## src/hdl/mav_pkg.sv

```systemverilog
// Shared types, constants and codes for the MJPEG to AVI remuxer.
// No dependencies; every other file but mav_ram refers to it by scoped names.
`timescale 1ns / 1ps
package mav_pkg;

  localparam int MAX_INDEXED_FRAMES = 16384;
  localparam int HEADER_LEN         = 92;
  localparam int SIZE_POS           = 78;
  localparam int SIZE_CHARS         = 10;

  localparam int FRAME_AW = (MAX_INDEXED_FRAMES > 1) ? $clog2(MAX_INDEXED_FRAMES) : 1;
  localparam int REC_W    = $clog2(MAX_INDEXED_FRAMES + 1);
  localparam int HPOS_W   = $clog2(HEADER_LEN);
  localparam int PTR_W    = 16;
  localparam int CFG_W    = 32;
  localparam int CFG_IDX_W = 1;

  localparam logic [CFG_IDX_W-1:0] REG_FRAME_COUNT = 1'b0;
  localparam logic [CFG_IDX_W-1:0] REG_AUDIO_SIZE  = 1'b1;

  localparam logic [1:0] KIND_VIDEO = 2'd0;
  localparam logic [1:0] KIND_END   = 2'd1;
  localparam logic [1:0] KIND_REQ   = 2'd2;

  localparam logic [1:0] ST_OK   = 2'd0;
  localparam logic [1:0] ST_ZERO = 2'd1;
  localparam logic [1:0] ST_FULL = 2'd2;

  localparam logic [3:0] LAST_ONE   = 4'd0;
  localparam logic [3:0] LAST_CHUNK = 4'd7;
  localparam logic [3:0] LAST_ENTRY = 4'd15;

  // Tags packed so that the first stream byte sits in bits 7:0.
  localparam logic [31:0] TAG_VIDEO = 32'h6364_3030;
  localparam logic [31:0] TAG_AUDIO = 32'h6277_3130;
  localparam logic [31:0] TAG_INDEX = 32'h3178_6469;

  localparam logic [7:0] CH_SPACE = 8'h20;
  localparam logic [7:0] CH_TAB   = 8'h09;
  localparam logic [7:0] CH_CR    = 8'h0D;
  localparam logic [7:0] CH_PLUS  = 8'h2B;
  localparam logic [7:0] CH_MINUS = 8'h2D;
  localparam logic [7:0] CH_ZERO  = 8'h30;
  localparam logic [7:0] CH_NINE  = 8'h39;

  typedef enum logic [1:0] {
    PH_HEADER,
    PH_PAYLOAD,
    PH_INDEX,
    PH_STOPPED
  } phase_t;

  typedef enum logic [1:0] {
    PS_SKIP,
    PS_POS,
    PS_NEG,
    PS_DONE
  } parse_t;

  typedef struct packed {
    logic [1:0] kind;
    logic [7:0] data_byte;
  } in_t;

  typedef struct packed {
    logic [7:0] out_byte;
    logic       last_in_run;
    logic       index_finished;
    logic [1:0] status;
  } out_t;

  typedef struct packed {
    logic [31:0] w0;
    logic [31:0] w1;
    logic [31:0] w2;
    logic [31:0] w3;
    logic [3:0]  last_idx;
    logic [1:0]  status;
    logic        fin;
  } burst_t;

  typedef struct packed {
    logic   push;
    logic   fill;
    burst_t burst;
  } ctl_t;

endpackage

```

## src/hdl/mav_emit.sv

```systemverilog
// Burst serializer: one pending slot and one active burst, one byte out per cycle on out_ready.
// Patches the stored frame size into index entries; depends on mav_pkg.
`timescale 1ns / 1ps
module mav_emit (
  input  logic          clk,
  input  logic          rst_n,
  input  mav_pkg::ctl_t ctl,
  input  logic [31:0]   fill_data,
  output logic          pend_full,
  output logic          out_valid,
  input  logic          out_ready,
  output mav_pkg::out_t out_data
);

  mav_pkg::burst_t cur_r, cur_nxt;
  mav_pkg::burst_t pend_r, pend_nxt;
  logic            cur_valid_r, cur_valid_nxt;
  logic            pend_valid_r, pend_valid_nxt;
  logic [3:0]      idx_r, idx_nxt;
  logic            at_last;
  logic            cur_free;
  logic [31:0]     word;

  assign at_last  = (idx_r == cur_r.last_idx);
  assign cur_free = !cur_valid_r || (out_ready && at_last);

  always_comb begin
    cur_nxt        = cur_r;
    pend_nxt       = pend_r;
    cur_valid_nxt  = cur_valid_r;
    pend_valid_nxt = pend_valid_r;
    idx_nxt        = idx_r;
    if (cur_valid_r && out_ready && !at_last) begin
      idx_nxt = idx_r + 4'd1;
    end
    if (cur_free) begin
      idx_nxt = 4'd0;
      if (pend_valid_r) begin
        cur_nxt        = pend_r;
        cur_valid_nxt  = 1'b1;
        pend_valid_nxt = ctl.push;
        pend_nxt       = ctl.burst;
      end else begin
        cur_nxt       = ctl.burst;
        cur_valid_nxt = ctl.push;
      end
    end else if (ctl.push) begin
      pend_nxt       = ctl.burst;
      pend_valid_nxt = 1'b1;
    end
    if (ctl.fill) begin
      if (pend_valid_r && !cur_free) begin
        pend_nxt.w3 = fill_data;
      end else begin
        cur_nxt.w3 = fill_data;
      end
    end
  end

  always_comb begin
    case (idx_r[3:2])
      2'd0:    word = cur_r.w0;
      2'd1:    word = cur_r.w1;
      2'd2:    word = cur_r.w2;
      default: word = cur_r.w3;
    endcase
  end

  assign pend_full               = pend_valid_r;
  assign out_valid               = cur_valid_r;
  assign out_data.out_byte       = 8'(word >> {idx_r[1:0], 3'b000});
  assign out_data.last_in_run    = at_last;
  assign out_data.index_finished = cur_r.fin && at_last;
  assign out_data.status         = cur_r.status;

  always_ff @(posedge clk) begin
    if (!rst_n) begin
      cur_valid_r  <= 1'b0;
      pend_valid_r <= 1'b0;
      idx_r        <= 4'd0;
    end else begin
      cur_valid_r  <= cur_valid_nxt;
      pend_valid_r <= pend_valid_nxt;
      idx_r        <= idx_nxt;
    end
  end

  always_ff @(posedge clk) begin
    cur_r  <= cur_nxt;
    pend_r <= pend_nxt;
  end

endmodule

```

## config.mk

```make
export PLATFORM = sky130hd
export DESIGN_NAME = mav_emit
export DESIGN_NICKNAME = d
export VERILOG_FILES = /design/src/hdl/mav_pkg.sv /design/src/hdl/mav_emit.sv
export SDC_FILE = /design/constraint.sdc
export NUM_CORES = 1
export LEC_CHECK = 0
export ABC_AREA = 1
export ABC_CLOCK_PERIOD_IN_PS = 5700
export BUFFER_PORTS_ARGS = -buffer_cell sky130_fd_sc_hd__buf_2
export CAP_MARGIN = 20
export CORE_MARGIN = 10
export CORE_UTILIZATION = 52
export CTS_CLUSTER_SIZE = 20
export DETAILED_ROUTE_END_ITERATION = 7
export PLACE_DENSITY_LB_ADDON = 0.05
export SLEW_MARGIN = 40
export SYNTH_ARGS = -nofsm -noshare
export SYNTH_HDL_FRONTEND = slang
export SYNTH_SLANG_ARGS = --single-unit
```

## constraint.sdc

```tcl
create_clock -name clk -period 5.7 [get_ports clk]
set_clock_uncertainty 0.15 [all_clocks]
set_input_delay 0.285 -clock clk [delete_from_list [all_inputs] [get_ports clk]]
set_output_delay 0.285 -clock clk [all_outputs]
set_load 0.01 [all_outputs]
```

=== Word-level counts from Yosys, hierarchy flattened ===
Cells that the tools add are included.

* Logic and storage cells: 51
* Bits of input ports: 172
* Output and inout port bits: 14
* Register bits after elaboration: 276

* Shift operators: 1
* Bitwise gates (word level): 1
* Reduce and logical (&&, ||, !) cells: 13
* $add $sub $neg: 1
* Equality and inequality tests: 4
* Muxes and demuxes: 14

{| class="wikitable"
|+ Operator list
! operator !! count
|-
| $mux W135 || 4
|-
| $mux W32 || 4
|-
| $pmux W32 S3 || 1
|-
| $mux W39 || 1
|-
| $shr A32 B5 Y8 || 1
|-
| $logic_and A1 B1 Y1 || 5
|-
| $add A4 B1 Y4 const B || 1
|-
| $eq A4 B4 Y1 || 1
|-
| $mux W1 || 4
|-
| $logic_not A1 Y1 || 3
|-
| $eq A2 B1 Y1 const B || 1
|-
| $eq A2 B2 Y1 const B || 1
|-
| $logic_not A2 Y1 || 1
|-
| $ne A2 B2 Y1 const B || 1
|-
| $reduce_and A2 Y1 || 1
|-
| $reduce_bool A2 Y1 || 1
|-
| $reduce_or A2 Y1 || 1
|-
| $logic_or A1 B1 Y1 || 1
|-
| $not A1 Y1 || 1
|}

=== Logic depth before layout (Yosys ltp) ===
* Depth in word-level cells: 7
* Gate-level depth with buffers: 13
* Gate-level depth less buffers: 10

=== Least setup slack after synthesis ===
No wires, ideal clock.

* Kind: flip-flop to flip-flop
* Start: register idx_r[1]
* End: register pend_r[0] in the netlist's numbering, enable pin
* Buffers on the path: 3
* Stages on the path, launching flop included: 11
* Path slack: 1.748 ns
* Arrival time: 3.346 ns
* Clock period less this slack: 3.952 ns
* Required time: 5.093 ns
* Library setup time: 0.457 ns
* Path through: dfxtp_1 -> buf_2 -> nand2_1 -> nand2_1 -> nor2_2 -> nand3_2 -> nand2_2 -> o21ai_2 -> buf_6 -> buf_4 -> inv_1

* Word-level cells in the longest chain between the ends: 5
* Elaborated cells between the ends (all ways): 6
* Classes of those cells: 2 x eq/ne; 4 x reduce/logical

{| class="wikitable"
|+ RTL lines
! item !! line !! text
|-
| start, declared || mav_emit.sv:19 || <nowiki>logic [3:0] idx_r, idx_nxt;</nowiki>
|-
| start signal, assigned || mav_emit.sv:84 || <nowiki>idx_r <= idx_nxt;</nowiki>
|-
| $eq A4 B4 Y1 (*) || mav_emit.sv:24 || <nowiki>assign at_last = (idx_r == cur_r.last_idx);</nowiki>
|-
| $logic_and A1 B1 Y1 (*) || mav_emit.sv:25 || <nowiki>assign cur_free = !cur_valid_r || (out_ready && at_last);</nowiki>
|-
| $logic_or A1 B1 Y1 (*) || mav_emit.sv:25 ||
|-
| $ne A2 B2 Y1 (no source line) / $reduce_bool A2 Y1 (equally long branches) || - ||
|-
| $reduce_and A2 Y1 (no source line) (*) || - ||
|-
| end signal, assigned || mav_emit.sv:90 || <nowiki>pend_r <= pend_nxt;</nowiki>
|-
| end, declared || mav_emit.sv:16 || <nowiki>mav_pkg::burst_t pend_r, pend_nxt;</nowiki>
|}

Every way passes the cells marked *; elsewhere a longest branch is shown, timed or not.
A chain may end at the register's enable or synchronous reset.

==> results.md <==
* Minimum clock period at 3.802 ns
* Clock Latency Late Sink at 0.54 ns
* Initial antenna violation count at 2
* FP Rows at roughly 60
* Hold Vio Cnt, Final at 0
* Placed cell areas at 14610 µm²
* VDD IR-drop max at about 0.28 mV
* Post-synthesis xor/xnor area fraction at 0.1932%
* Slew headroom at 46.30%
* Worst hold path class: primary input to flip-flop
* PwrDens at 320.3 nW/µm²
* Routability cong. at 0.8581
* Least-Margin Pin Slew at 0.8055 ns
* IO buf count at 185
* Count of pins over their slew limit at 0
* Clock buffer count from CTS at 29
* Clock tree sinks at approximately 280
* Fillers at 2203
* Largest family of logic cells by synthesized area: simple AND/OR/NAND/NOR gates
* Final Cycle Share at 66.69%
* First-pass GRT wire length at around 63000 µm
* Setup TNS at 0 ns
* Status: finished clean
* Bufs and invs on worst path at 5
* Syn_area_per_cell at 8.010 µm²
* GR Util All Layers at 23.02%
* TritonRoute pass-1 iters at 6
* H-tree depth at 1
* Pleak at 0.007691 µW
* Core area at 25910 µm²
* Arrival @ worst endpoint at 4.08 ns
* Slowest CP cell: dfxtp_1
* Worst setup startpoint: idx_r[0]
* Startpoint Class: flip-flop
* Seq/Total Area, Yosys at 55.78%
* CP peak stage delay at 0.81 ns
* Capturing point of the worst reg2reg path: pend_r[20]
* Adder-cell share of the synthesized area at 0.09199%
* Instance count on the critical path at 13
* Die span in y at 181.7 µm
* Syn Std Cell Area at 13600 µm²
* Post-synthesis register bit count at ~280
* Critical Path Fanout Max at 67
* RSZ-0062 raised after global routing: no
* Max Cap Viol at 0
* Antenna-violating nets left at 0
* Setup violators final at 0
* Post-synthesis simple-gate area fraction at 27.72%
* Most common cell on crit path: nand2_1
* Mapped Nets at 1871
* Crit end category: flip-flop
* Largest net degree at the start of global routing at 104
* CTS tree: yes
* Layout cells sized above 1 at approximately an eighth
* Synth cell types at 22
* Post-synthesis mux area share at 0%
* Vias in the first global route at approximately 12000
* Post_cts resized at 0
* Top delay family on crit path: buffers and inverters
* Nets at 2143
* Compound-Gate Fraction of Synth Area at 7.847%
* Remaining DRCs at 0
* Worst path cell trace: inv_2 > nand2_1 > nand2_1 > nor2_2 > nand3_2 > buf_4 > nand3_2 > buf_4 > nor2_2 > buf_4 > nand2_1 > nand2_1 > dlygate4sd3_1
* Synth Instances at 1698
* Avg Vias per Cell at just over 5
* Io pins at 186
* Die ar. at 33030 µm²
* Initial cell density of the core at 52.49%
* Synthesis-to-finish area growth at 25.30%
* R2R Setup Slk at 1.90 ns
* Post-DR wirelength/cell at 16.78 µm
* RR Startpoint: idx_r[0]
* Clock Tree Root: clkbuf_16
* Post-Route WL at 39080 µm
* Detailed placement HPWL at approximately 25000 µm
* Worst EP required at 5.98 ns
* Clock slew seen by the registers of the worst setup and hold paths at 0.07 ns
* CP Capture Point: pend_r[20]
* Maximum clock path buffer count at 3
* DR iter-0 viols at 1197
* Worst R2R Path Depth at 13
* Yosys warning count at 0
* Remaining Overflow, GRT at 0
* Critical path type: flip-flop to flip-flop
* Fin area at about 17000 µm²
* Die Wd at 181.7 µm
* Vias at 11920
* Max Clk Rate at 263.1 MHz
[how the worst min path moves through the flow]
stage	from	to	slack, ns	cells after the start
2_1_floorplan	fill_data[3]	pend_r[10]	0.25	2
3_3_place_gp	pend_r[54]	cur_r[54]	0.36	2
3_5_place_dp	pend_r[98]	cur_r[98]	0.36	2
6_report	ctl[32]	pend_r[32]	0.02	7
4_1_cts	ctl[13]	pend_r[13]	0.0009	7
5_1_grt	out_ready	idx_r[3]	0.04	5
[power breakdown]
part           internal [µW]  total [µW]  switching (µW)
clock network           1060        1840             777
logic                    370         977             608
registers               2530        2640             107
total                   3970        5460            1490
[layout by cell type (no fill, tap or decap), types with 3 or more instances in the layout]
master	n
a21oi_1	3
nand4_1	31
inv_2	6
nand2_1	678
o21ai_0	201
clkbuf_16	29
nor2_1	109
nand3_1	111
inv_1	148
bufinv_16	3
dfxtp_1	68
xor2_1	3
clkinv_2	3
buf_2	185
nor2_2	6
clkinv_1	9
clkbuf_1	4
o21a_1	5
dlygate4sd3_1	151
edfxtp_1	206
buf_12	3
buf_4	13
[state kept, by name, summed over array words and instances, names as in the netlist]
signal     count
cur_r        133
idx_r          4
out_data       2
out_valid      1
pend_full      1
pend_r       135
[worst register-to-register path: cells and delay by family, from the launching register on]
family        cells  cell delay (ns)
buf+inv           5             1.88
flops             1             0.81
simple gates      8             0.86
[per-stage QoR]
step / total power (µW) / std cells / util (%) / hold slack [ns] / setup WS, ns
after floorplan: 3264 / 1698 / - / 0.2452 / 1.748
after global placement: 3511 / 2121 / 56.19 / 0.3569 / 1.901
after detailed placement: 3538 / 2123 / 56.37 / 0.3618 / 2.243
after CTS: 5477 / 2327 / 65.73 / 0.0008993 / 1.949
after global routing: 5723 / 2329 / 65.77 / 0.04408 / 1.612
final: 5459 / 2329 / 65.77 / 0.02173 / 1.898
[layout make-up]
class	count	area, µm²	area share, %
flip-flops and latches	276	7592	44.55
diodes	2	5.005	0.02937
well taps	335	419.2	2.459
multi-input cells	1154	4907	28.79
clock inverters	20	173.9	1.020
clock buffers	33	740.7	4.346
repair buffers	354	2620	15.37
inverters	155	584.3	3.429
[kinds of logic after synthesis]
logic type | count (synthesis)
xor+xnor | 3
simple gates | 940
buf+inv | 268
compound gates | 210
fa+ha+maj | 1
flops | 276
[Yosys cell counts]
cell | count | share of area, %
o21a_1 | 5 | 0.28
ha_1 | 1 | 0.092
nor2_2 | 3 | 0.14
buf_4 | 9 | 0.50
nand2_2 | 2 | 0.092
xor2_1 | 3 | 0.19
edfxtp_1 | 206 | 45
clkbuf_1 | 55 | 1.5
nand4_1 | 31 | 1.4
nand3_2 | 2 | 0.15
dfxtp_1 | 70 | 10
nand3_1 | 111 | 4.1
o21ai_0 | 201 | 7.4
o21ai_2 | 1 | 0.064
buf_6 | 9 | 0.75
buf_1 | 15 | 0.41
inv_1 | 150 | 4.1
a21oi_1 | 3 | 0.11
nand2_1 | 679 | 19
buf_2 | 25 | 0.92
inv_2 | 5 | 0.14
nor2_1 | 112 | 3.1
[timing repair]
action / in CTS / in global routing
buffers inserted: 0 / 0
hold buffers: 151 / 0
hold endpoints to repair: 247 / 0
[metal layers]
metal | routed length, µm | vias to the layer above | global-route usage, %
met5 | 0 | - | 0
met4 | 694 | 0 | 5.272
met3 | 2417 | 50 | 3.260
met2 | 18180 | 406 | 36.50
met1 | 17780 | 5453 | 32.74
li1 | - | 6013 | -
Note: power is estimated with default switching activity, not from simulation.
