==> src/hdl/mav_pkg.sv <==
// Shared types, constants and codes for the MJPEG to AVI remuxer.
// No dependencies; every other file but mav_ram refers to it by scoped names.
`timescale 1ns / 1ps
package mav_pkg;

  localparam int MAX_INDEXED_FRAMES = 16384;
  localparam int HEADER_LEN         = 92;
  localparam int SIZE_POS           = 78;
  localparam int SIZE_CHARS         = 10;

  localparam int FRAME_AW = (MAX_INDEXED_FRAMES > 1) ? $clog2(MAX_INDEXED_FRAMES) : 1;
  localparam int REC_W    = $clog2(MAX_INDEXED_FRAMES + 1);
  localparam int HPOS_W   = $clog2(HEADER_LEN);
  localparam int PTR_W    = 16;
  localparam int CFG_W    = 32;
  localparam int CFG_IDX_W = 1;

  localparam logic [CFG_IDX_W-1:0] REG_FRAME_COUNT = 1'b0;
  localparam logic [CFG_IDX_W-1:0] REG_AUDIO_SIZE  = 1'b1;

  localparam logic [1:0] KIND_VIDEO = 2'd0;
  localparam logic [1:0] KIND_END   = 2'd1;
  localparam logic [1:0] KIND_REQ   = 2'd2;

  localparam logic [1:0] ST_OK   = 2'd0;
  localparam logic [1:0] ST_ZERO = 2'd1;
  localparam logic [1:0] ST_FULL = 2'd2;

  localparam logic [3:0] LAST_ONE   = 4'd0;
  localparam logic [3:0] LAST_CHUNK = 4'd7;
  localparam logic [3:0] LAST_ENTRY = 4'd15;

  // Tags packed so that the first stream byte sits in bits 7:0.
  localparam logic [31:0] TAG_VIDEO = 32'h6364_3030;
  localparam logic [31:0] TAG_AUDIO = 32'h6277_3130;
  localparam logic [31:0] TAG_INDEX = 32'h3178_6469;

  localparam logic [7:0] CH_SPACE = 8'h20;
  localparam logic [7:0] CH_TAB   = 8'h09;
  localparam logic [7:0] CH_CR    = 8'h0D;
  localparam logic [7:0] CH_PLUS  = 8'h2B;
  localparam logic [7:0] CH_MINUS = 8'h2D;
  localparam logic [7:0] CH_ZERO  = 8'h30;
  localparam logic [7:0] CH_NINE  = 8'h39;

  typedef enum logic [1:0] {
    PH_HEADER,
    PH_PAYLOAD,
    PH_INDEX,
    PH_STOPPED
  } phase_t;

  typedef enum logic [1:0] {
    PS_SKIP,
    PS_POS,
    PS_NEG,
    PS_DONE
  } parse_t;

  typedef struct packed {
    logic [1:0] kind;
    logic [7:0] data_byte;
  } in_t;

  typedef struct packed {
    logic [7:0] out_byte;
    logic       last_in_run;
    logic       index_finished;
    logic [1:0] status;
  } out_t;

  typedef struct packed {
    logic [31:0] w0;
    logic [31:0] w1;
    logic [31:0] w2;
    logic [31:0] w3;
    logic [3:0]  last_idx;
    logic [1:0]  status;
    logic        fin;
  } burst_t;

  typedef struct packed {
    logic   push;
    logic   fill;
    burst_t burst;
  } ctl_t;

endpackage

==> src/hdl/mav_core.sv <==
// Request decoder: header parse, frame size store control, index sequencing.
// Issues byte bursts to mav_emit; depends on mav_pkg.
`timescale 1ns / 1ps
module mav_core (
  input  logic                               clk,
  input  logic                               rst_n,
  input  logic                               cfg_we,
  input  logic [mav_pkg::CFG_IDX_W-1:0]      cfg_index,
  input  logic [mav_pkg::CFG_W-1:0]          cfg_wdata,
  input  logic                               in_valid,
  input  mav_pkg::in_t                       in_data,
  output logic                               in_ready,
  input  logic                               pend_full,
  input  logic [31:0]                        rd_data,
  output logic                               mem_we,
  output logic [mav_pkg::FRAME_AW-1:0]       mem_waddr,
  output logic [31:0]                        mem_wdata,
  output logic [mav_pkg::FRAME_AW-1:0]       mem_raddr,
  output mav_pkg::ctl_t                      ctl
);

  mav_pkg::phase_t                   phase_r, phase_nxt;
  mav_pkg::parse_t                   ps_r, ps_nxt, ps_p;
  logic [mav_pkg::HPOS_W-1:0]        hpos_r, hpos_nxt;
  logic [31:0]                       acc_r, acc_nxt, acc_p;
  logic [31:0]                       left_r, left_nxt;
  logic [mav_pkg::REC_W-1:0]         nrec_r, nrec_nxt;
  logic [mav_pkg::PTR_W-1:0]         ptr_r, ptr_nxt;
  logic [31:0]                       offs_r, offs_nxt;
  logic                              aud_pend_r, aud_pend_nxt;
  logic [mav_pkg::FRAME_AW-1:0]      rd_addr_r, rd_addr_nxt;
  logic [1:0]                        rd_wait_r, rd_wait_nxt;
  logic                              size_ok_r, size_ok_nxt;
  logic [15:0]                       fcnt_r;
  logic [31:0]                       aud_r;

  logic        fire;
  logic [7:0]  ch;
  logic [7:0]  hpos_ext;
  logic        in_field;
  logic        hdr_last;
  logic        is_digit;
  logic        is_ws;
  logic        do_acc;
  logic [35:0] acc10;
  logic [31:0] sz_p;
  logic [16:0] entries;
  logic        ptr_in_cap;
  logic        ptr_recorded;

  assign fire     = in_valid && in_ready;
  assign in_ready = !pend_full && (rd_wait_r == 2'd0);
  assign ch       = in_data.data_byte;
  assign hpos_ext = 8'(hpos_r);
  assign in_field = (hpos_ext >= 8'(mav_pkg::SIZE_POS)) &&
                    (hpos_ext < 8'(mav_pkg::SIZE_POS + mav_pkg::SIZE_CHARS));
  assign hdr_last = (hpos_r == mav_pkg::HPOS_W'(mav_pkg::HEADER_LEN - 1));
  assign is_digit = (ch >= mav_pkg::CH_ZERO) && (ch <= mav_pkg::CH_NINE);
  assign is_ws    = (ch == mav_pkg::CH_SPACE) ||
                    ((ch >= mav_pkg::CH_TAB) && (ch <= mav_pkg::CH_CR));
  assign acc10    = {1'b0, acc_r, 3'b000} + {3'b000, acc_r, 1'b0} + {32'd0, ch[3:0]};
  assign entries  = {1'b0, fcnt_r} + {16'd0, (aud_r != 32'd0)};
  assign ptr_in_cap   = {1'b0, ptr_r} < 17'(mav_pkg::MAX_INDEXED_FRAMES);
  assign ptr_recorded = ptr_r < mav_pkg::PTR_W'(nrec_r);

  always_comb begin
    ps_p   = ps_r;
    do_acc = 1'b0;
    if (in_field) begin
      case (ps_r)
        mav_pkg::PS_SKIP: begin
          if (is_ws) begin
            ps_p = ps_r;
          end else if (ch == mav_pkg::CH_PLUS) begin
            ps_p = mav_pkg::PS_POS;
          end else if (ch == mav_pkg::CH_MINUS) begin
            ps_p = mav_pkg::PS_NEG;
          end else if (!is_digit) begin
            ps_p = mav_pkg::PS_DONE;
          end else begin
            ps_p   = mav_pkg::PS_POS;
            do_acc = 1'b1;
          end
        end
        mav_pkg::PS_DONE: begin
          ps_p = ps_r;
        end
        default: begin
          if (!is_digit) begin
            ps_p = mav_pkg::PS_DONE;
          end else begin
            do_acc = 1'b1;
          end
        end
      endcase
    end
    acc_p = acc_r;
    if (do_acc) begin
      acc_p = (|acc10[35:32]) ? 32'hFFFF_FFFF : acc10[31:0];
    end
    sz_p = (ps_p == mav_pkg::PS_NEG) ? (~acc_p + 32'd1) : acc_p;
  end

  always_comb begin
    phase_nxt = phase_r;
    case (phase_r)
      mav_pkg::PH_HEADER: begin
        if (fire && in_data.kind == mav_pkg::KIND_END) begin
          phase_nxt = mav_pkg::PH_INDEX;
        end else if (fire && in_data.kind == mav_pkg::KIND_VIDEO && hdr_last) begin
          phase_nxt = (sz_p == 32'd0) ? mav_pkg::PH_STOPPED : mav_pkg::PH_PAYLOAD;
        end
      end
      mav_pkg::PH_PAYLOAD: begin
        if (fire && in_data.kind == mav_pkg::KIND_END) begin
          phase_nxt = mav_pkg::PH_INDEX;
        end else if (fire && in_data.kind == mav_pkg::KIND_VIDEO && left_r == 32'd1) begin
          phase_nxt = mav_pkg::PH_HEADER;
        end
      end
      default: begin
        phase_nxt = phase_r;
      end
    endcase
  end

  always_comb begin
    ps_nxt       = ps_r;
    hpos_nxt     = hpos_r;
    acc_nxt      = acc_r;
    left_nxt     = left_r;
    nrec_nxt     = nrec_r;
    ptr_nxt      = ptr_r;
    offs_nxt     = offs_r;
    aud_pend_nxt = aud_pend_r;
    rd_addr_nxt  = rd_addr_r;
    size_ok_nxt  = size_ok_r;
    rd_wait_nxt  = (rd_wait_r != 2'd0) ? rd_wait_r - 2'd1 : 2'd0;
    mem_we       = 1'b0;
    mem_waddr    = nrec_r[mav_pkg::FRAME_AW-1:0];
    mem_wdata    = sz_p;
    ctl          = '0;

    if (fire) begin
      case (phase_r)
        mav_pkg::PH_STOPPED: begin
          ctl.push           = 1'b1;
          ctl.burst.last_idx = mav_pkg::LAST_ONE;
          ctl.burst.status   = mav_pkg::ST_ZERO;
        end
        mav_pkg::PH_INDEX: begin
          if (in_data.kind == mav_pkg::KIND_REQ) begin
            if (aud_pend_r && aud_r != 32'd0) begin
              ctl.push           = 1'b1;
              ctl.burst.w0       = mav_pkg::TAG_AUDIO;
              ctl.burst.w2       = offs_r;
              ctl.burst.w3       = aud_r;
              ctl.burst.last_idx = mav_pkg::LAST_ENTRY;
              ctl.burst.status   = mav_pkg::ST_OK;
              ctl.burst.fin      = (fcnt_r == 16'd0);
              offs_nxt           = offs_r + aud_r + 32'd8;
              aud_pend_nxt       = 1'b0;
            end else begin
              aud_pend_nxt = 1'b0;
              if (ptr_r < fcnt_r) begin
                ctl.push           = 1'b1;
                ctl.burst.w0       = mav_pkg::TAG_VIDEO;
                ctl.burst.w2       = offs_r;
                ctl.burst.last_idx = mav_pkg::LAST_ENTRY;
                ctl.burst.status   = ptr_in_cap ? mav_pkg::ST_OK : mav_pkg::ST_FULL;
                ctl.burst.fin      = ((ptr_r + 16'd1) == fcnt_r);
                ptr_nxt            = ptr_r + 16'd1;
                rd_addr_nxt        = ptr_r[mav_pkg::FRAME_AW-1:0];
                size_ok_nxt        = ptr_in_cap && ptr_recorded;
                rd_wait_nxt        = 2'd2;
              end
            end
          end
        end
        default: begin
          if (in_data.kind == mav_pkg::KIND_END) begin
            ctl.push           = 1'b1;
            ctl.burst.w0       = mav_pkg::TAG_INDEX;
            ctl.burst.w1       = {11'd0, entries, 4'd0};
            ctl.burst.last_idx = mav_pkg::LAST_CHUNK;
            ctl.burst.status   = mav_pkg::ST_OK;
          end else if (in_data.kind == mav_pkg::KIND_VIDEO) begin
            if (phase_r == mav_pkg::PH_PAYLOAD) begin
              ctl.push           = 1'b1;
              ctl.burst.w0       = {24'd0, ch};
              ctl.burst.last_idx = mav_pkg::LAST_ONE;
              ctl.burst.status   = mav_pkg::ST_OK;
              left_nxt           = left_r - 32'd1;
              if (left_r == 32'd1) begin
                hpos_nxt = '0;
                acc_nxt  = 32'd0;
                ps_nxt   = mav_pkg::PS_SKIP;
              end
            end else begin
              ps_nxt  = ps_p;
              acc_nxt = acc_p;
              if (!hdr_last) begin
                hpos_nxt = hpos_r + mav_pkg::HPOS_W'(1);
              end else if (sz_p == 32'd0) begin
                ctl.push           = 1'b1;
                ctl.burst.last_idx = mav_pkg::LAST_ONE;
                ctl.burst.status   = mav_pkg::ST_ZERO;
              end else begin
                ctl.push           = 1'b1;
                ctl.burst.w0       = mav_pkg::TAG_VIDEO;
                ctl.burst.w1       = sz_p;
                ctl.burst.last_idx = mav_pkg::LAST_CHUNK;
                left_nxt           = sz_p;
                if (nrec_r < mav_pkg::REC_W'(mav_pkg::MAX_INDEXED_FRAMES)) begin
                  mem_we           = 1'b1;
                  nrec_nxt         = nrec_r + mav_pkg::REC_W'(1);
                  ctl.burst.status = mav_pkg::ST_OK;
                end else begin
                  ctl.burst.status = mav_pkg::ST_FULL;
                end
              end
            end
          end
        end
      endcase
    end

    if (rd_wait_r == 2'd1) begin
      ctl.fill = size_ok_r;
      offs_nxt = offs_r + (size_ok_r ? rd_data : 32'd0) + 32'd8;
    end
  end

  assign mem_raddr = rd_addr_r;

  always_ff @(posedge clk) begin
    if (!rst_n) begin
      phase_r    <= mav_pkg::PH_HEADER;
      ps_r       <= mav_pkg::PS_SKIP;
      hpos_r     <= '0;
      acc_r      <= 32'd0;
      left_r     <= 32'd0;
      nrec_r     <= '0;
      ptr_r      <= '0;
      offs_r     <= 32'd4;
      aud_pend_r <= 1'b1;
      rd_wait_r  <= 2'd0;
      size_ok_r  <= 1'b0;
      fcnt_r     <= 16'd0;
      aud_r      <= 32'd0;
    end else begin
      phase_r    <= phase_nxt;
      ps_r       <= ps_nxt;
      hpos_r     <= hpos_nxt;
      acc_r      <= acc_nxt;
      left_r     <= left_nxt;
      nrec_r     <= nrec_nxt;
      ptr_r      <= ptr_nxt;
      offs_r     <= offs_nxt;
      aud_pend_r <= aud_pend_nxt;
      rd_wait_r  <= rd_wait_nxt;
      size_ok_r  <= size_ok_nxt;
      if (cfg_we && cfg_index == mav_pkg::REG_FRAME_COUNT) begin
        fcnt_r <= cfg_wdata[15:0];
      end
      if (cfg_we && cfg_index == mav_pkg::REG_AUDIO_SIZE) begin
        aud_r <= cfg_wdata;
      end
    end
  end

  always_ff @(posedge clk) begin
    rd_addr_r <= rd_addr_nxt;
  end

endmodule

==> config.mk <==
export PLATFORM = sky130hd
export DESIGN_NAME = mav_core
export DESIGN_NICKNAME = d
export VERILOG_FILES = /design/src/hdl/mav_pkg.sv /design/src/hdl/mav_core.sv
export SDC_FILE = /design/constraint.sdc
export NUM_CORES = 1
export LEC_CHECK = 0
export BUFFER_PORTS_ARGS = -buffer_cell sky130_fd_sc_hd__buf_2
export CAP_MARGIN = 20
export CORE_MARGIN = 4
export CORE_UTILIZATION = 30
export CTS_CLUSTER_DIAMETER = 60
export DETAILED_ROUTE_END_ITERATION = 12
export MAX_ROUTING_LAYER = met4
export PLACE_DENSITY_LB_ADDON = 0.1
export SKIP_CTS_REPAIR_TIMING = 1
export SYNTH_ARGS = -nofsm -noshare
export SYNTH_HDL_FRONTEND = slang
export SYNTH_SLANG_ARGS = --single-unit
export TNS_END_PERCENT = 10
==> constraint.sdc <==
create_clock -name clk -period 17.82 [get_ports clk]
set_clock_uncertainty 0.15 [all_clocks]
set_input_delay 5.346 -clock clk [delete_from_list [all_inputs] [get_ports clk]]
set_output_delay 5.346 -clock clk [all_outputs]
set_load 0.1 [all_outputs]
# == Word-level counts from Yosys, hierarchy flattened ==
# Index checks and enable logic that the tools add are counted.
# totals
register_bits,204
in_bits,80
out_inout_bits,199
elab_cells,192
# classes
addsub,13
order_cmp,10
eq_ne,19
mux,90
bitwise,7
reduce_logical,39
# ops
op,count
32-bit two-way mux,19
64-bit two-way mux,3
135-bit two-way mux,1
63-bit two-way mux,2
31-bit two-way mux,4
71-bit two-way mux,1
32-bit adder,2
"32-bit by 4-bit adder with 32-bit output, second input constant",2
32-bit case mux with 2 select lines,1
2-bit two-way mux,21
35-bit by 33-bit adder with 36-bit output,1
36-bit by 4-bit adder with 36-bit output,1
7-bit two-way mux,5
"32-bit by 1-bit adder with 32-bit output, second input constant",1
"32-bit by 1-bit equality test with 1-bit output, second input constant",1
32-bit zero test,1
32-bit NOT,1
32-bit nonzero test,1
"32-bit by 1-bit subtractor with 32-bit output, second input constant",1
5-bit two-way mux,5
"8-bit by 6-bit equality test with 1-bit output, second input constant",3
1-bit two-way mux,23
16-bit by 1-bit adder with 17-bit output,1
"16-bit by 1-bit adder with 16-bit output, second input constant",1
other kinds (37),76

# == Depth between registers and ports, before layout ==
# Gate-level depths: netlist of run 1.
# depth
ltp_word,20
depth_mapped,32
ltp_nobuf,28

# == Least setup slack after synthesis of run 1 ==
# Ideal clock, no wire load.
# synth_path
kind,input port to output port
startpoint,input port in_data[3] in the netlist's numbering
endpoint,output port ctl[108] in the netlist's numbering
arrival_ns,15.435
t_required_ns,12.324
path_slack_ns,-3.111
cell_stages,29
n_path_buf,3
path_cell_list,inv_1 > fa_1 > fa_1 > nand2b_1 > a21o_1 > a21oi_2 > a221oi_4 > o31a_2 > nor4_1 > o41ai_4 > o2111ai_2 > buf_2 > o22a_1 > inv_1 > ha_1 > inv_1 > or3_1 > o41ai_1 > nand4_1 > nand4bb_1 > or2_1 > o31ai_1 > xnor2_1 > or4_1 > nor3_1 > buf_2 > buf_2 > a2bb2oi_1 > o21ai_0
# synth_lines
item,line,text
"start, declared",mav_core.sv:11,"input mav_pkg::in_t in_data,"
"end, declared",mav_core.sv:19,output mav_pkg::ctl_t ctl

==> results.yml, run 1 <==
cells_and_area:
  final_area_sq_mm: 0.02406
  area_growth_pct: 24.58
  finalNonFillerCells: 3705
  layout-drive-gt1-share_pct: 19.54
  layout.nets: 3142
detailed_routing:
  totalWireLength_microns: 77730
  viasPerCell: 5.436
  dr.pass1.iters: 5
  drt_iter0_markers: 1351
  num_vias: 20140
  drcViolationCount: 0
  wire_per_inst_microns: 20.98
  ant_nets: 0
synth:
  syn_inst: 2549
  synth_most_common_cell: "nand2_1"
  synth.distinct_cells: 86
  synth_top_cell_by_area: "dfxtp_1"
  synthArstFlopShare_pct: 0
  synth.avg_cell_area_sq_um: 7.578
  synth_top_area_share_pct: 19.69
  synth_edf_count: 14
  synth_seq_cells: 204
  synth-main-ff-cell: "dfxtp_1"
  ys_seq_area_share_pct: 21.87
  synth.area.top_cells: "dfxtp_1 (20%), ha_1 (15%), nand2_1 (5.3%)"
  yosysWarnings: 0
  synth_common_cells: "nand2_1 (275), nor2_1 (229), ha_1 (226)"
  synthesis.area_sq_mm: 0.01932
grt:
  grt_first_pass_wirelength_microns: 116700
  grt_usage_pct: 22.38
  grt_overflow: 0
  grt_max_degree: 81
  grt_pass1_vias: 19350
  antenna_found_initial: 1
pwr:
  p_sw_w: 0.0003450
  pwr-share-comb_pct: 9.2
  seqPwrFrac_pct: 36.9
  p_sw_share_pct: 26.64
  clock_power_share_pct: 53.9
  total_power_w: 0.001295
  ir_drop_v: 0.00004597
  p_leak_nw: 11.04
  p_int_w: 0.0009499
  power_density_mw_per_mm2: 53.81
hold_path:
  min_from: "aud_pend_r$_SDFFE_PN1P_"
  hold_path.class: "flip-flop to flip-flop"
  whs_endpoint: "aud_pend_r$_SDFFE_PN1P_"
  hold_depth: 2
die:
  die_w_microns: 261.7
  dieArea_sq_mm: 0.06851
  die_h_microns: 261.7
  start_util_pct: 30.45
  rows: 92
  io_pins: 279
  core-area_sq_mm: 0.06343
timing:
  layout_setup_ws_ps: 31.22
  rsz0062_at_grt: "yes"
  hold_viol: 0
  finalCritPeriodShare_pct: 99.82
  finalSetupViolCount: 0
  setup_tns_ps: 0
  period_needed_ps: 17790
  slew_violations: 0
  fmax_ghz: 0.05622
  slew_headroom_pct: 27.94
  tightest_slew_ps: 1078
place:
  dp_hpwl_microns: 60430
  place_inst: 3635
  gp_congestion: 0.9028
  pre_cts_ws_ps: -223.7
  port_buffers: 271
  dpl-instance-area_sq_mm: 0.02232
setup_path:
  r2r_cells: 31
  r2r_slack_ps: 10100
  timing.rr.end: "nrec_r[7]$_SDFFE_PN0P_"
  crit_arrival_ps: 12290
  worstSetupEndpointType: "primary output"
  path_max_fanout: 7
  critical_path_class: "input pin to primary output"
  cp.required_ps: 12320
  crit_slowest_cell: "or4_4"
  slowest_delay_ps: 500
  r2r-start: "acc_r[2]$_SDFFE_PN0P_"
  cp-start-kind: "input pin"
clocking:
  cts_buffers: 34
  root_buffer: "clkbuf_16"
  clock_latency_ps: 540
  clock_path_buffers: 3
  cts_tree: "done"
  clk_pin_slew_ps: 50
  htree_levels: 2
  clock_sinks: 204
status:
  outcome: "finished clean"
flow_run:
  max_cap_violations: 0
-- state kept, by name (all words and copies together) (netlist names) --
signal,flops
acc_r,32
aud_pend_r,1
aud_r,32
fcnt_r,16
hpos_r,7
left_r,32
mem_raddr,14
nrec_r,15
offs_r,32
phase_r,2
ps_r,2
ptr_r,16
rd_wait_r,2
size_ok_r,1
-- metal layers --
| metal | GRT usage, % | up-vias | share of wire (%) |
|---|---|---|---|
| li1 | - | 9807 | - |
| met1 | 30.53 | 9642 | 47 |
| met2 | 35.35 | 598 | 45 |
| met3 | 3.036 | 94 | 5.3 |
| met4 | 5.161 | 0 | 2.5 |
| met5 | - | - | 0 |
-- area by class of cell --
class / count / area (sq um)
Clock buffer: 42 / 932.1
Tap cell: 846 / 1059
Fill cell: 6670 / 39360
Antenna cell: 3 / 7.507
Multi-Input combinational cell: 2085 / 14410
Clock inverter: 18 / 239.0
Timing Repair Buffer: 406 / 2794
Inverter: 101 / 397.9
Sequential cell: 204 / 4224
-- worst max-delay path, delay by kind of cell --
family	cells	cell delay [ps]
adder cells (fa/ha/maj)	3	1000
AND/OR/NAND/NOR	7	2140
XOR/XNOR	1	230
AO/OA/AOI/OAI	12	2800
buffers and inverters	7	760
-- how the worst max path moves through the flow --
stage	end	from	slack, ps
CTS	ctl[77]	in_data[3]	-300
global route	ctl[4]	in_data[2]	-210
global placement	ctl[77]	in_data[3]	-90
detailed placement	ctl[77]	in_data[3]	-220
floorplan	ctl[116]	in_data[3]	-650
finish	ctl[125]	in_data[3]	30
-- power by group through the flow --
stage	combinational, W	sequential (W)	clock (W)
floorplan	0.0000835	0.000481	0
global placement	0.000114	0.000487	0
detailed placement	0.000115	0.000487	0
CTS	0.000115	0.000477	0.000717
global route	0.000129	0.000478	0.000735
finish	0.000119	0.000478	0.000698
-- cell families (layout without fill, tap and decap cells) --
group                    after synthesis  in the layout  share of synthesized area [%]
other                                  1             10                        0.01941
flip-flops                           204            204                          21.87
AO/OA/AOI/OAI                        683            683                          23.73
multiplexers                          24             24                          1.250
adder cells (fa/ha/maj)              230            230                          15.05
buffers and inverters                266            567                          5.946
AND/OR/NAND/NOR                      975            975                          24.61
XOR/XNOR                             166            166                          7.527
-- cells in the final DEF, fill, tap and decap left out, types with 12 or more instances in the layout --
| cell | count |
|---|---|
| nand2_1 | 275 |
| nor2_1 | 225 |
| ha_1 | 222 |
| buf_2 | 221 |
| dfxtp_1 | 190 |
| a21oi_1 | 189 |
| buf_4 | 135 |
| and2_1 | 114 |
| xnor2_1 | 104 |
| inv_1 | 95 |
| o21ai_0 | 93 |
| nor3_1 | 69 |
| nand3_1 | 55 |
| xor2_1 | 54 |
| a21o_1 | 42 |
| nor4_1 | 40 |
| a22oi_1 | 37 |
| buf_6 | 37 |
| clkbuf_16 | 35 |
| a31oi_1 | 34 |
| nand4_1 | 32 |
| and3_1 | 30 |
| or3_1 | 28 |
| a211oi_1 | 27 |
| o22a_1 | 25 |
| o21a_1 | 24 |
| nand2b_1 | 23 |
| mux2i_1 | 23 |
| o31ai_1 | 23 |
| o211ai_1 | 21 |
| nor2b_1 | 17 |
| o22ai_1 | 15 |
| edfxtp_1 | 14 |
| or2_2 | 13 |
| a221oi_1 | 12 |
| o311ai_0 | 12 |
| o21bai_1 | 12 |
-- stage by stage --
stage                     utilization [%]  hold WS, ps
after CTS                           37.03        307.0
after floorplan                         -        272.7
after detailed placement            35.19        299.0
after global placement              35.14        281.3
after global routing                37.93        322.0
final                               37.94        305.8
No activity file was read; power rests on OpenSTA's default activity.
==> run 2, diff against run 1 <==
Clock period 17.82 ns to 16.6 ns, I/O delays scaled along.
==> run 2 against run 1 <==
The run now ends with setup timing left. Non-clock buffer count up 57. Global-route usage up 0.29 points. Final area up 2.3%. Combinational power up 8%. Hold slack better by 2.2 ps. Routed wire length up 1.2%. Clock power up 2%. Flip-flop and latch count unchanged. Largest cell class unchanged. Highest routed layer unchanged.
==> results.yml, run 2 (synthesized netlist as in run 1, its figures left out) <==
grt:
  grt_overflow: 0
  grt_max_degree: 85
  grt_first_pass_wirelength_microns: 118400
  grt_usage_pct: 22.67
  antenna_found_initial: 2
  grt_pass1_vias: 19780
detailed_routing:
  ant_nets: 0
  totalWireLength_microns: 78650
  drcViolationCount: 0
  num_vias: 20300
  drt_iter0_markers: 1471
  dr.pass1.iters: 5
  viasPerCell: 5.390
  wire_per_inst_microns: 20.89
place:
  dp_hpwl_microns: 60900
  port_buffers: 271
  pre_cts_ws_ps: -857.5
  dpl-instance-area_sq_mm: 0.02280
  gp_congestion: 0.8870
timing:
  period_needed_ps: 16850
  layout_setup_ws_ps: -253.1
  fmax_ghz: 0.05934
  finalSetupViolCount: 49
  tightest_slew_ps: 1085
  setup_tns_ps: -7857
  slew_headroom_pct: 26.99
  slew_violations: 0
  hold_viol: 0
  rsz0062_at_grt: "yes"
  finalCritPeriodShare_pct: 101.5
setup_path:
  crit_slowest_cell: "or4_4"
  crit_top_cell: "o41ai_4"
  worstSetupEndpointType: "primary output"
  slowest_delay_ps: 500
  r2r-start: "acc_r[4]$_SDFFE_PN0P_"
  path_buf_inv: 7
  cp-startpoint: "in_data[3]"
  crit_family: "compound AO/OA/AOI/OAI gates"
  path_max_fanout: 7
  cp-start-kind: "input pin"
  crit_arrival_ps: 11720
  critical_path_class: "input pin to primary output"
  cp.required_ps: 11470
clocking:
  cts_tree: "done"
  clock_latency_ps: 540
  clock_sinks: 204
  clock_path_buffers: 3
  root_buffer: "clkbuf_16"
  clk_pin_slew_ps: 50
  cts_buffers: 35
  htree_levels: 2
die:
  dieArea_sq_mm: 0.06851
  die_w_microns: 261.7
  io_pins: 279
  die_h_microns: 261.7
  core-area_sq_mm: 0.06343
  start_util_pct: 30.45
  rows: 92
cells_and_area:
  final_cell_mix: "nand2_1 (275), nor2_1 (224), ha_1 (222)"
  fill_cells: 6642
  utilization_pct: 38.80
  layout.nets: 3200
  regArea_sq_mm: 0.004224
  layout-drive-gt1-share_pct: 21.19
  area_growth_pct: 27.41
  final_area_sq_mm: 0.02461
  final_common_cell: "nand2_1"
  multiInputGateArea_sq_mm: 0.01444
pwr:
  total_power_w: 0.001352
  power_density_mw_per_mm2: 54.94
  ir_drop_v: 0.00004748
  p_leak_nw: 11.34
hold_path:
  hold_path.class: "flip-flop to flip-flop"
  min_from: "aud_pend_r$_SDFFE_PN1P_"
flow_run:
  max_cap_violations: 0
status:
  violations: "setup timing"
  outcome: "finished, violations left"
## run 2: worst min-delay path: stages (launching register included)
cell     delay (ps)
dfxtp_1         310
nand2_1          50
nand2_1          50
## run 2: metrics by stage
step,hold WS (ps),std cells
after global routing,331.4,3764
after CTS,314.6,3753
after global placement,281.2,3689
after floorplan,272.7,2555
after detailed placement,305.6,3690
final,308.0,3765
## run 2: worst paths after layout
check | to | slack (ps) | cells past startpoint
setup / recovery | ctl[3] | -250 | 30
hold / removal | aud_pend_r$_SDFFE_PN1P_ | 310 | 2
setup reg to reg | left_r[5]$_SDFFE_PN0P_ | 9040 | 27
hold reg to reg | aud_pend_r$_SDFFE_PN1P_ | 310 | 2
## run 2: final cells by class
| type | instances | share of cell area (%) |
|---|---|---|
| multi-input cells | 2085 | 58.67 |
| repair buffers | 463 | 13.69 |
| clock buffers | 44 | 3.864 |
| clock inverters | 19 | 0.6813 |
| inverters | 101 | 1.607 |
| flip-flops and latches | 204 | 17.16 |
| diodes | 3 | 0.03050 |
| well taps | 846 | 4.301 |
## run 2: layer usage
metal | routed length [microns] | GRT usage, % | share of wire [%]
met3 | 4054 | 3.209 | 5.2
met5 | 0 | - | 0
met4 | 2660 | 7.534 | 3.4
met1 | 36580 | 30.54 | 47
met2 | 35350 | 35.05 | 45
## run 2: where the power goes
part           internal [W]  switching (W)  leakage, nW  total, W
logic             0.0000411      0.0000882         9.18  0.000129
registers          0.000501      0.0000116         1.64  0.000513
clock network      0.000426       0.000284        0.520  0.000710
